--- config.mk ---
export PLATFORM = sky130hd
export DESIGN_NAME = wheel_speed_tachometer
export DESIGN_NICKNAME = d
export VERILOG_FILES = /design/src/rtl/core/wst_pkg.sv /design/src/rtl/core/wst_ctrl.sv /design/src/rtl/core/wst_dpath.sv /design/src/rtl/core/wheel_speed_tachometer.sv
export SDC_FILE = /design/constraint.sdc
export NUM_CORES = 2
export LEC_CHECK = 0
export BUFFER_PORTS_ARGS = -buffer_cell sky130_fd_sc_hd__buf_4
export CAP_MARGIN = 0
export CORE_MARGIN = 5
export CORE_UTILIZATION = 60
export DETAILED_ROUTE_END_ITERATION = 16
export PLACE_DENSITY = 0.78
export SYNTH_ARGS = -nofsm -noshare
export SYNTH_HDL_FRONTEND = slang
export SYNTH_SLANG_ARGS = --single-unit
--- constraint.sdc ---
create_clock -name clk -period 9.45 [get_ports clk]
set_clock_uncertainty 0.2 [all_clocks]
set_input_delay 0.4725 -clock clk [delete_from_list [all_inputs] [get_ports clk]]
set_output_delay 0.4725 -clock clk [all_outputs]
set_load 0.01 [all_outputs]
--- src/rtl/core/wst_pkg.sv ---
package wst_pkg;

  // Field widths
  localparam int unsigned TimeW  = 64;
  localparam int unsigned CfgW   = 32;
  localparam int unsigned RateW  = 26;
  localparam int unsigned CountW = 32;
  localparam int unsigned NsW    = 30;
  localparam int unsigned ProdW  = CountW + NsW;
  localparam int unsigned NumW   = ProdW + 16;
  localparam int unsigned StepW  = 5;

  // Constants
  localparam logic [CfgW-1:0]  RESET_MIN_INTERVAL_NS = 32'd100000000;
  localparam logic [NsW-1:0]   NS_PER_S              = 30'd1000000000;
  localparam logic [RateW-1:0] HZ_Q16_MAX            = 26'd65536000;
  // one second in ns scaled by 2^16: numerator of the instant rate
  localparam logic [NumW-1:0]  INST_NUM              = {14'd0, 48'd1000000000, 16'd0};
  localparam logic [StepW-1:0] DIV_STEPS             = 5'd26;

  // Controller to datapath commands
  typedef struct packed {
    logic load_in;
    logic eval;
    logic mul_load;
    logic div_step;
    logic avg_load;
    logic store_avg;
    logic write_out;
  } wst_cmd_t;

  // Datapath to controller status
  typedef struct packed {
    logic rotation;
    logic first;
    logic div_done;
    logic out_free;
  } wst_sts_t;

endpackage

--- src/rtl/core/wst_ctrl.sv ---
module wst_ctrl (
  input  logic              clk,
  input  logic              rst_n,
  input  logic              in_valid,
  output logic              in_ready,
  input  wst_pkg::wst_sts_t sts,
  output wst_pkg::wst_cmd_t cmd
);
  import wst_pkg::*;

  typedef enum logic [2:0] {
    S_IDLE,
    S_EVAL,
    S_MUL,
    S_DIV_I,
    S_DIV_A,
    S_WRITE
  } state_t;

  state_t state_r, state_nxt;

  // Decode commands and next state
  always_comb begin
    state_nxt = state_r;
    cmd       = '0;
    in_ready  = 1'b0;
    case (state_r)
      S_IDLE: begin
        in_ready    = 1'b1;
        cmd.load_in = in_valid;
        if (in_valid) begin
          state_nxt = S_EVAL;
        end
      end
      S_EVAL: begin
        cmd.eval = 1'b1;
        if (!sts.rotation) begin
          state_nxt = S_IDLE;
        end else if (sts.first) begin
          state_nxt = S_WRITE;
        end else begin
          state_nxt = S_MUL;
        end
      end
      S_MUL: begin
        cmd.mul_load = 1'b1;
        state_nxt    = S_DIV_I;
      end
      S_DIV_I: begin
        if (sts.div_done) begin
          cmd.avg_load = 1'b1;
          state_nxt    = S_DIV_A;
        end else begin
          cmd.div_step = 1'b1;
        end
      end
      S_DIV_A: begin
        if (sts.div_done) begin
          cmd.store_avg = 1'b1;
          state_nxt     = S_WRITE;
        end else begin
          cmd.div_step = 1'b1;
        end
      end
      S_WRITE: begin
        if (sts.out_free) begin
          cmd.write_out = 1'b1;
          state_nxt     = S_IDLE;
        end
      end
      default: begin
        state_nxt = S_IDLE;
      end
    endcase
  end

  // Hold state
  always_ff @(posedge clk) begin
    if (!rst_n) begin
      state_r <= S_IDLE;
    end else begin
      state_r <= state_nxt;
    end
  end

  a_write_free: assert property (@(posedge clk) disable iff (!rst_n)
    cmd.write_out |-> sts.out_free)
    else $error("result written while output register full");

  a_accept_eval: assert property (@(posedge clk) disable iff (!rst_n)
    (in_valid && in_ready) |=> (state_r == S_EVAL))
    else $error("transfer not followed by evaluation");

endmodule

--- src/rtl/core/wst_dpath.sv ---
module wst_dpath (
  input  logic                           clk,
  input  logic                           rst_n,
  input  logic                           cfg_we,
  input  logic [wst_pkg::CfgW-1:0]       cfg_wdata,
  input  logic [wst_pkg::TimeW-1:0]      in_irq_time_ns,
  output logic                           out_valid,
  input  logic                           out_ready,
  output logic                           out_speed_valid,
  output logic [wst_pkg::RateW-1:0]      out_instant_hz_q16,
  output logic [wst_pkg::RateW-1:0]      out_average_hz_q16,
  output logic [wst_pkg::CountW-1:0]     out_rotations,
  output logic [wst_pkg::TimeW-1:0]      out_rotation_time_ns,
  input  wst_pkg::wst_cmd_t              cmd,
  output wst_pkg::wst_sts_t              sts
);
  import wst_pkg::*;

  logic [CfgW-1:0]   min_r;
  logic              parity_r, odd_r, have_first_r;
  logic [TimeW-1:0]  t_r, last_r, first_r, dt_r, el_r;
  logic [CountW-1:0] count_r;
  logic [ProdW-1:0]  prod_r;
  logic [RateW-1:0]  inst_r, avg_r;
  logic              spd_r;

  // divider state
  logic [TimeW-1:0]  rem_r, d_r;
  logic [RateW-1:0]  nlo_r, q_r;
  logic [StepW-1:0]  cnt_r;
  logic              sat_r;

  logic              out_valid_r, out_spd_r;
  logic [RateW-1:0]  out_inst_r, out_avg_r;
  logic [CountW-1:0] out_rot_r;
  logic [TimeW-1:0]  out_time_r;

  logic [TimeW-1:0]  since_last;
  logic              rotation;
  logic [NumW-1:0]   num;
  logic [TimeW-1:0]  den;
  logic [TimeW:0]    rem_sh;
  logic              fits;
  logic [RateW-1:0]  rate;
  logic              out_free;

  // Acceptance test on the held timestamp
  assign since_last = t_r - last_r;
  assign rotation   = odd_r && (t_r > last_r) && (since_last > {32'd0, min_r});

  // Divider operands and one restoring step
  assign num    = cmd.avg_load ? {prod_r, 16'd0} : INST_NUM;
  assign den    = cmd.avg_load ? el_r : dt_r;
  assign rem_sh = {rem_r, nlo_r[RateW-1]};
  assign fits   = rem_sh >= {1'b0, d_r};
  assign rate   = (sat_r || (q_r > HZ_Q16_MAX)) ? HZ_Q16_MAX : q_r;

  assign out_free = !out_valid_r || out_ready;

  assign sts.rotation = rotation;
  assign sts.first    = !have_first_r;
  assign sts.div_done = (cnt_r == DIV_STEPS);
  assign sts.out_free = out_free;

  // Control state: configuration, parity, rotation history, output valid flag
  always_ff @(posedge clk) begin
    if (!rst_n) begin
      min_r        <= RESET_MIN_INTERVAL_NS;
      parity_r     <= 1'b0;
      odd_r        <= 1'b0;
      have_first_r <= 1'b0;
      last_r       <= '0;
      first_r      <= '0;
      count_r      <= '0;
      out_valid_r  <= 1'b0;
    end else begin
      if (cfg_we) begin
        min_r <= cfg_wdata;
      end
      if (cmd.load_in) begin
        parity_r <= ~parity_r;
        odd_r    <= ~parity_r;
      end
      if (cmd.eval && rotation) begin
        last_r <= t_r;
        if (!have_first_r) begin
          have_first_r <= 1'b1;
          first_r      <= t_r;
          count_r      <= '0;
        end else if (count_r != '1) begin
          count_r <= count_r + 1'b1;
        end
      end
      if (cmd.write_out) begin
        out_valid_r <= 1'b1;
      end else if (out_ready) begin
        out_valid_r <= 1'b0;
      end
    end
  end

  // Payload: timestamp, intervals, product, rates and output register
  always_ff @(posedge clk) begin
    if (cmd.load_in) begin
      t_r <= in_irq_time_ns;
    end
    if (cmd.eval && rotation) begin
      dt_r <= since_last;
      el_r <= t_r - first_r;
      spd_r <= have_first_r;
      if (!have_first_r) begin
        inst_r <= '0;
        avg_r  <= '0;
      end
    end
    if (cmd.mul_load) begin
      prod_r <= ProdW'(count_r) * ProdW'(NS_PER_S);
    end
    if (cmd.avg_load) begin
      inst_r <= rate;
    end
    if (cmd.store_avg) begin
      avg_r <= rate;
    end
    if (cmd.write_out) begin
      out_spd_r  <= spd_r;
      out_inst_r <= inst_r;
      out_avg_r  <= avg_r;
      out_rot_r  <= count_r;
      out_time_r <= last_r;
    end
  end

  // Shared divider: load numerator top, then one quotient bit a cycle
  always_ff @(posedge clk) begin
    if (!rst_n) begin
      cnt_r <= DIV_STEPS;
    end else if (cmd.mul_load || cmd.avg_load) begin
      cnt_r <= '0;
    end else if (cmd.div_step) begin
      cnt_r <= cnt_r + 1'b1;
    end
  end

  always_ff @(posedge clk) begin
    if (cmd.mul_load || cmd.avg_load) begin
      rem_r <= {12'd0, num[NumW-1:RateW]};
      nlo_r <= num[RateW-1:0];
      d_r   <= den;
      q_r   <= '0;
      sat_r <= {12'd0, num[NumW-1:RateW]} >= den;
    end else if (cmd.div_step) begin
      rem_r <= fits ? TimeW'(rem_sh - {1'b0, d_r}) : rem_sh[TimeW-1:0];
      nlo_r <= {nlo_r[RateW-2:0], 1'b0};
      q_r   <= {q_r[RateW-2:0], fits};
    end
  end

  assign out_valid            = out_valid_r;
  assign out_speed_valid      = out_spd_r;
  assign out_instant_hz_q16   = out_inst_r;
  assign out_average_hz_q16   = out_avg_r;
  assign out_rotations        = out_rot_r;
  assign out_rotation_time_ns = out_time_r;

  a_rate_cap: assert property (@(posedge clk) disable iff (!rst_n)
    out_valid_r |-> (out_inst_r <= HZ_Q16_MAX) && (out_avg_r <= HZ_Q16_MAX))
    else $error("rate above saturation limit");

  a_first_zero: assert property (@(posedge clk) disable iff (!rst_n)
    (out_valid_r && !out_spd_r) |-> (out_inst_r == '0) && (out_rot_r == '0))
    else $error("first rotation carries non-zero rate or count");

  a_step_bound: assert property (@(posedge clk) disable iff (!rst_n)
    cnt_r <= DIV_STEPS)
    else $error("divider step count overrun");

endmodule

--- src/rtl/core/wheel_speed_tachometer.sv ---
// Channel   Direction  Handshake             Payload
// in_       input      in_valid / in_ready   irq_time_ns
// out_      output     out_valid / out_ready speed_valid, rates, rotations, time
// cfg_      input      cfg_we                min_interval_ns
//
// An interrupt that is not a rotation returns to idle after evaluation; a first
// rotation goes to the write, plus output wait; later rotations run the shared
// one-bit-per-cycle divider twice (26 steps each, instant then average).
// Reset (synchronous, rst_n low) clears history and loads min interval 100 ms.
// A new interrupt is taken while a finished result still waits in the output
// register; a rotation stalls before writing only if that register is full.
module wheel_speed_tachometer (
  input  logic                           clk,
  input  logic                           rst_n,
  input  logic                           cfg_we,
  input  logic [wst_pkg::CfgW-1:0]       cfg_wdata,
  input  logic                           in_valid,
  output logic                           in_ready,
  input  logic [wst_pkg::TimeW-1:0]      in_irq_time_ns,
  output logic                           out_valid,
  input  logic                           out_ready,
  output logic                           out_speed_valid,
  output logic [wst_pkg::RateW-1:0]      out_instant_hz_q16,
  output logic [wst_pkg::RateW-1:0]      out_average_hz_q16,
  output logic [wst_pkg::CountW-1:0]     out_rotations,
  output logic [wst_pkg::TimeW-1:0]      out_rotation_time_ns
);
  import wst_pkg::*;

  wst_cmd_t cmd;
  wst_sts_t sts;

  // Sequence each transfer through evaluation and division
  wst_ctrl u_ctrl (
    .clk      (clk),
    .rst_n    (rst_n),
    .in_valid (in_valid),
    .in_ready (in_ready),
    .sts      (sts),
    .cmd      (cmd)
  );

  // Hold history, divide and register the result
  wst_dpath u_dpath (
    .clk                  (clk),
    .rst_n                (rst_n),
    .cfg_we               (cfg_we),
    .cfg_wdata            (cfg_wdata),
    .in_irq_time_ns       (in_irq_time_ns),
    .out_valid            (out_valid),
    .out_ready            (out_ready),
    .out_speed_valid      (out_speed_valid),
    .out_instant_hz_q16   (out_instant_hz_q16),
    .out_average_hz_q16   (out_average_hz_q16),
    .out_rotations        (out_rotations),
    .out_rotation_time_ns (out_rotation_time_ns),
    .cmd                  (cmd),
    .sts                  (sts)
  );

endmodule

==> metrics.md <==
| Metric | Value |
|---|---|
| Kind of capture point of the worst setup path | `flop` |
| CTS max path bufs | `3` |
| Drt via density | `5.847` |
| GR Util All Layers | `0.2827` |
| Final GP Congestion | `0.9706` |
| Upper clock frequency limit | `117.7 MHz` |
| Detailed-routing iteration count for the pre-antenna-repair pass | `5` |
| Number of antenna violations at the first check in global routing | `1` |
| Worst Setup Path Type | `reg -> reg` |
| Crit path time final | `8.498 ns` |
| Count of inserted antenna diode cells | `0` |
| Via count of the first global-routing pass | `about 40000` |
| Num ports | `~250` |
| IR drop worst, VDD | `0.0001329 V` |
| Number of instances on the worst hold path | `3` |
| Unrepaired setup endpoints after global routing | `no` |
| Register share of total power | `0.468` |
| Hold Violations, Final | `0` |
| Startpoint of the worst register-to-register path | `u_dpath.t_r[12]$_DFFE_PP_` |
| Simple-gate portion of the synthesized area | `0.1156` |
| Maximum Capacitance Violations | `0` |
| Critical Path Fanout Max | `77` |
| Total of cells resized after clock tree synthesis | `0` |
| Final max-slew violation count | `0` |
| Remaining max-slew budget at the tightest pin | `0.1679` |
| Detailed-route via count | `40210` |
| # nets final | `roughly 6600` |
| Die Outline Area | `between 90000 and 100000 um2` |
| Area taken by multi-input logic gates | `29830 um2` |
| DP Cell Count | `6616` |
| Area delta synth->final | `12.62%` |
| Hold Path Origin | `cfg_we` |
| Compound-Gate Fraction of Synth Area | `0.1238` |
| Number of warnings printed during yosys synthesis | `0` |
| Number of distinct library cell variants in the gate-level netlist after synthesis | `82` |
| Area taken by flip-flops and latches | `about 22000 um2` |
| Root buf cell | `sky130_fd_sc_hd__clkbuf_16` |
| Switching power total | `0.002124 W` |
| Worst Max-Slew Pin Slew | `1.245 ns` |
| Worst r2r dst | `u_dpath.el_r[61]$_DFFE_PP_` |
| Count of routing violations after the opening detailed-route iteration | `approximately 3100` |
| Synthesized-area fraction occupied by adder cells | `0.2373` |
| Remaining Overflow, GRT | `0` |
| Final setup vio count | `0` |
| Number of nets produced by synthesis | `6266` |
| Global-route wire length before repair | `roughly 220 mm` |
| Synthesized instance count | `around 5300` |
| TritonCTS Buffers | `87` |
| Share of the synthesized netlist area taken by xor and xnor gates | `0.03731` |
| Starting density of the core | `0.6027` |
| Summed negative setup slack over all endpoints | `0 ns` |
| CTS tree | `yes` |
| Synthesis-stage register bit count | `806` |
| Cell area after technology mapping | `55160 um2` |
| Average wire per cell in the routed design | `slightly above 20 um` |
| Most used DFF post-synth | `sky130_fd_sc_hd__edfxtp_1` |
| Pin count of the biggest net entering global routing | `84` |
| Count of flip-flops with a built-in enable after synthesis | `565` |
| Util after Layout | `0.6787` |
| Multiplexer fraction of the synthesized cell area | `0.02522` |
| Number of placement rows | `111` |
| Final Instance Count excl. Fillers | `6877` |
| Die height | `313.2 um` |
| Port Buffers | `251` |
| Clock sink count | `806` |
| Largest family of logic cells by synthesized area | `adder cells` |
| Part of the total power dissipated in combinational logic | `0.118` |
| Final WL | `140.0 mm` |
| Kind of path behind the tightest hold check | `in -> reg` |
| Static leakage power | `about 27 nW` |
| Cell count of the worst reg-to-reg path | `27` |
| Synthesized area per cell | `between 10 and 15 um2` |
| Post-synth ARST share | `0` |
| H-tree depth | `3` |
| Final-layout fill cell count | `6823` |
| Fraction of final layout cells sized beyond drive strength 1 | `0.08241` |
| Reg-to-reg setup timing slack | `0.95 ns` |
| Post-DP HPWL | `106.5 mm` |
| Clock-pin slew on the worst setup and hold paths | `about 0.060 ns` |
| Post-route fraction of the period consumed by the critical path | `0.8992` |
| WP data required | `9.55 ns` |
| Worst hold endpoint | `u_dpath.min_r[22]$_SDFFE_PN1P_` |
| Net Sw Frac | `0.2535` |
| Share of the yosys chip area belonging to registers | `0.3951` |
| Element type at the critical path start | `flop` |
| Number of nets with antenna violations after routing | `0` |
| Internal power | `~0.0063 W` |
| Data arrival time at the worst-slack endpoint | `approximately 8.6 ns` |
| Power per cell area | `roughly 130 nW/um2` |
| Post-detailed-route DRC marker count | `0` |
| Status | `complete, no violations` |
| Die Width | `313.2 um` |
| Clock Latency Late Sink | `slightly below 0.7 ns` |
| Placeable core region | `91520 um2` |
| Fraction of power consumed by the clock network | `0.414` |
[metal layers]
metal,routed length (um),global-route usage,vias up
met3,9724,0.04860,282
met4,4511,0.08937,0
li1,-,-,19040
met5,0,0,-
met1,57620,0.3714,19480
met2,68100,0.4819,1404
[cell type report]
class | count | area share
clock buffers | 123 | 0.04055
multi-input cells | 3549 | 0.4802
repair buffers | 379 | 0.04975
inverters | 794 | 0.04806
clock inverters | 40 | 0.006808
well taps | 1186 | 0.02389
flip-flops and latches | 806 | 0.3508
[stage by stage]
stage	hold WS (ns)	cell area, um2	power, W	setup WS (ns)
floorplan	0.2003	55160	0.004621	1.677
global placement	0.2026	58200	0.004906	1.446
global route	0.1568	62120	0.008689	0.3467
detailed placement	0.2045	58200	0.004920	1.153
finish	0.1795	62120	0.008376	0.9525
CTS	0.1318	62120	0.008410	1.140
[cell usage after synthesis, types with 78 or more instances]
cell type	instances	share of area
sky130_fd_sc_hd__mux2i_1	139	0.025
sky130_fd_sc_hd__ha_1	542	0.12
sky130_fd_sc_hd__edfxtp_1	565	0.31
sky130_fd_sc_hd__xnor2_1	157	0.025
sky130_fd_sc_hd__clkbuf_1	125	0.0085
sky130_fd_sc_hd__nor2b_1	121	0.014
sky130_fd_sc_hd__xor2_1	78	0.012
sky130_fd_sc_hd__nand3_1	120	0.011
sky130_fd_sc_hd__fa_1	315	0.11
sky130_fd_sc_hd__a21oi_1	294	0.027
sky130_fd_sc_hd__o21ai_0	149	0.014
sky130_fd_sc_hd__nand2_1	425	0.029
sky130_fd_sc_hd__nor2_1	203	0.014
sky130_fd_sc_hd__dfxtp_1	241	0.087
sky130_fd_sc_hd__a21o_1	146	0.020
sky130_fd_sc_hd__inv_1	793	0.054
[worst max-delay path: stages, from the launching register on]
cell,delay [ns]
sky130_fd_sc_hd__edfxtp_1,0.44
sky130_fd_sc_hd__ha_1,0.40
sky130_fd_sc_hd__a211oi_1,0.34
sky130_fd_sc_hd__o21ai_0,0.19
sky130_fd_sc_hd__nor3_1,0.45
sky130_fd_sc_hd__a21oi_1,0.13
sky130_fd_sc_hd__nor3_1,0.30
sky130_fd_sc_hd__o21bai_1,0.11
sky130_fd_sc_hd__a21oi_1,0.25
sky130_fd_sc_hd__nor2_1,0.10
sky130_fd_sc_hd__nor2b_1,0.21
sky130_fd_sc_hd__o211ai_1,0.12
sky130_fd_sc_hd__a21oi_1,0.20
sky130_fd_sc_hd__xnor2_1,0.11
sky130_fd_sc_hd__ha_1,0.31
sky130_fd_sc_hd__nand3_1,0.15
sky130_fd_sc_hd__nor2_1,0.17
sky130_fd_sc_hd__nand2_1,0.11
sky130_fd_sc_hd__nor3_1,0.29
sky130_fd_sc_hd__a2bb2oi_1,0.24
sky130_fd_sc_hd__or3_1,0.35
sky130_fd_sc_hd__a2111o_1,0.41
sky130_fd_sc_hd__nor4_1,0.26
sky130_fd_sc_hd__nand4_1,0.18
sky130_fd_sc_hd__o21ai_4,0.18
sky130_fd_sc_hd__buf_4,0.76
sky130_fd_sc_hd__inv_4,0.49
sky130_fd_sc_hd__buf_4,0.53
[worst max path at each step]
| stage | from | to | slack [ns] | cells after the start |
|---|---|---|---|---|
| floorplan | u_ctrl.state_r[0]$_SDFFE_PN0P_ | u_dpath.out_average_hz_q16[0]$_DFFE_PP_ | 1.68 | 3 |
| global placement | u_dpath.t_r[1]$_DFFE_PP_ | u_dpath.el_r[58]$_DFFE_PP_ | 1.45 | 27 |
| detailed placement | u_dpath.t_r[12]$_DFFE_PP_ | u_dpath.el_r[60]$_DFFE_PP_ | 1.15 | 27 |
| CTS | u_dpath.t_r[12]$_DFFE_PP_ | u_dpath.el_r[61]$_DFFE_PP_ | 1.14 | 27 |
| global route | u_dpath.t_r[12]$_DFFE_PP_ | u_dpath.el_r[59]$_DFFE_PP_ | 0.35 | 27 |
| finish | u_dpath.t_r[12]$_DFFE_PP_ | u_dpath.el_r[61]$_DFFE_PP_ | 0.95 | 27 |
[cell usage in the layout, fill, tap and decap left out, types with 46 or more instances in the layout]
| cell type | Yosys | routed |
|---|---|---|
| sky130_fd_sc_hd__inv_1 | 793 | 791 |
| sky130_fd_sc_hd__edfxtp_1 | 565 | 565 |
| sky130_fd_sc_hd__ha_1 | 542 | 542 |
| sky130_fd_sc_hd__nand2_1 | 425 | 425 |
| sky130_fd_sc_hd__fa_1 | 315 | 315 |
| sky130_fd_sc_hd__a21oi_1 | 294 | 294 |
| sky130_fd_sc_hd__buf_4 | 7 | 281 |
| sky130_fd_sc_hd__dfxtp_1 | 241 | 241 |
| sky130_fd_sc_hd__nor2_1 | 203 | 198 |
| sky130_fd_sc_hd__xnor2_1 | 157 | 157 |
| sky130_fd_sc_hd__o21ai_0 | 149 | 149 |
| sky130_fd_sc_hd__a21o_1 | 146 | 146 |
| sky130_fd_sc_hd__mux2i_1 | 139 | 139 |
| sky130_fd_sc_hd__nor2b_1 | 121 | 121 |
| sky130_fd_sc_hd__nand3_1 | 120 | 119 |
| sky130_fd_sc_hd__dlygate4sd3_1 | 0 | 98 |
| sky130_fd_sc_hd__clkbuf_16 | 0 | 92 |
| sky130_fd_sc_hd__xor2_1 | 78 | 78 |
| sky130_fd_sc_hd__nor3_1 | 76 | 76 |
| sky130_fd_sc_hd__and2_1 | 76 | 75 |
| sky130_fd_sc_hd__nand4_1 | 61 | 61 |
| sky130_fd_sc_hd__and3_1 | 56 | 56 |
| sky130_fd_sc_hd__o21a_1 | 46 | 46 |
[power groups by stage]
stage / logic [W] / clock network (W) / registers, W
2_1_floorplan: 0.000641 / 0 / 0.00398
3_3_place_gp: 0.000912 / 0 / 0.00399
3_5_place_dp: 0.000923 / 0 / 0.00400
4_1_cts: 0.000964 / 0.00352 / 0.00392
5_1_grt: 0.00107 / 0.00369 / 0.00393
6_report: 0.000985 / 0.00347 / 0.00392
[registers in the layout (all words and copies together), names as in the netlist, 3 cells and up]
signal                        flops
u_dpath.d_r                      64
u_dpath.dt_r                     64
u_dpath.el_r                     64
u_dpath.first_r                  64
u_dpath.last_r                   64
u_dpath.out_rotation_time_ns     64
u_dpath.rem_r                    64
u_dpath.t_r                      64
u_dpath.prod_r                   53
u_dpath.count_r                  32
u_dpath.min_r                    32
u_dpath.out_rotations            32
u_dpath.avg_r                    26
u_dpath.inst_r                   26
u_dpath.out_average_hz_q16       26
u_dpath.out_instant_hz_q16       26
u_dpath.q_r                      26
u_dpath.cnt_r                     5
u_ctrl.state_r                    3
[logic make-up after synthesis]
kind of cell	after synthesis
compound gates	1023
xor+xnor	235
fa+ha+maj	857
buf+inv	953
flops	806
mux	139
simple gates	1295
[repair_timing]
action                    CTS  global route
buffers inserted            0             0
hold buffers               98             0
hold endpoints to repair  105             0
Power figures use the tool's default switching activity.
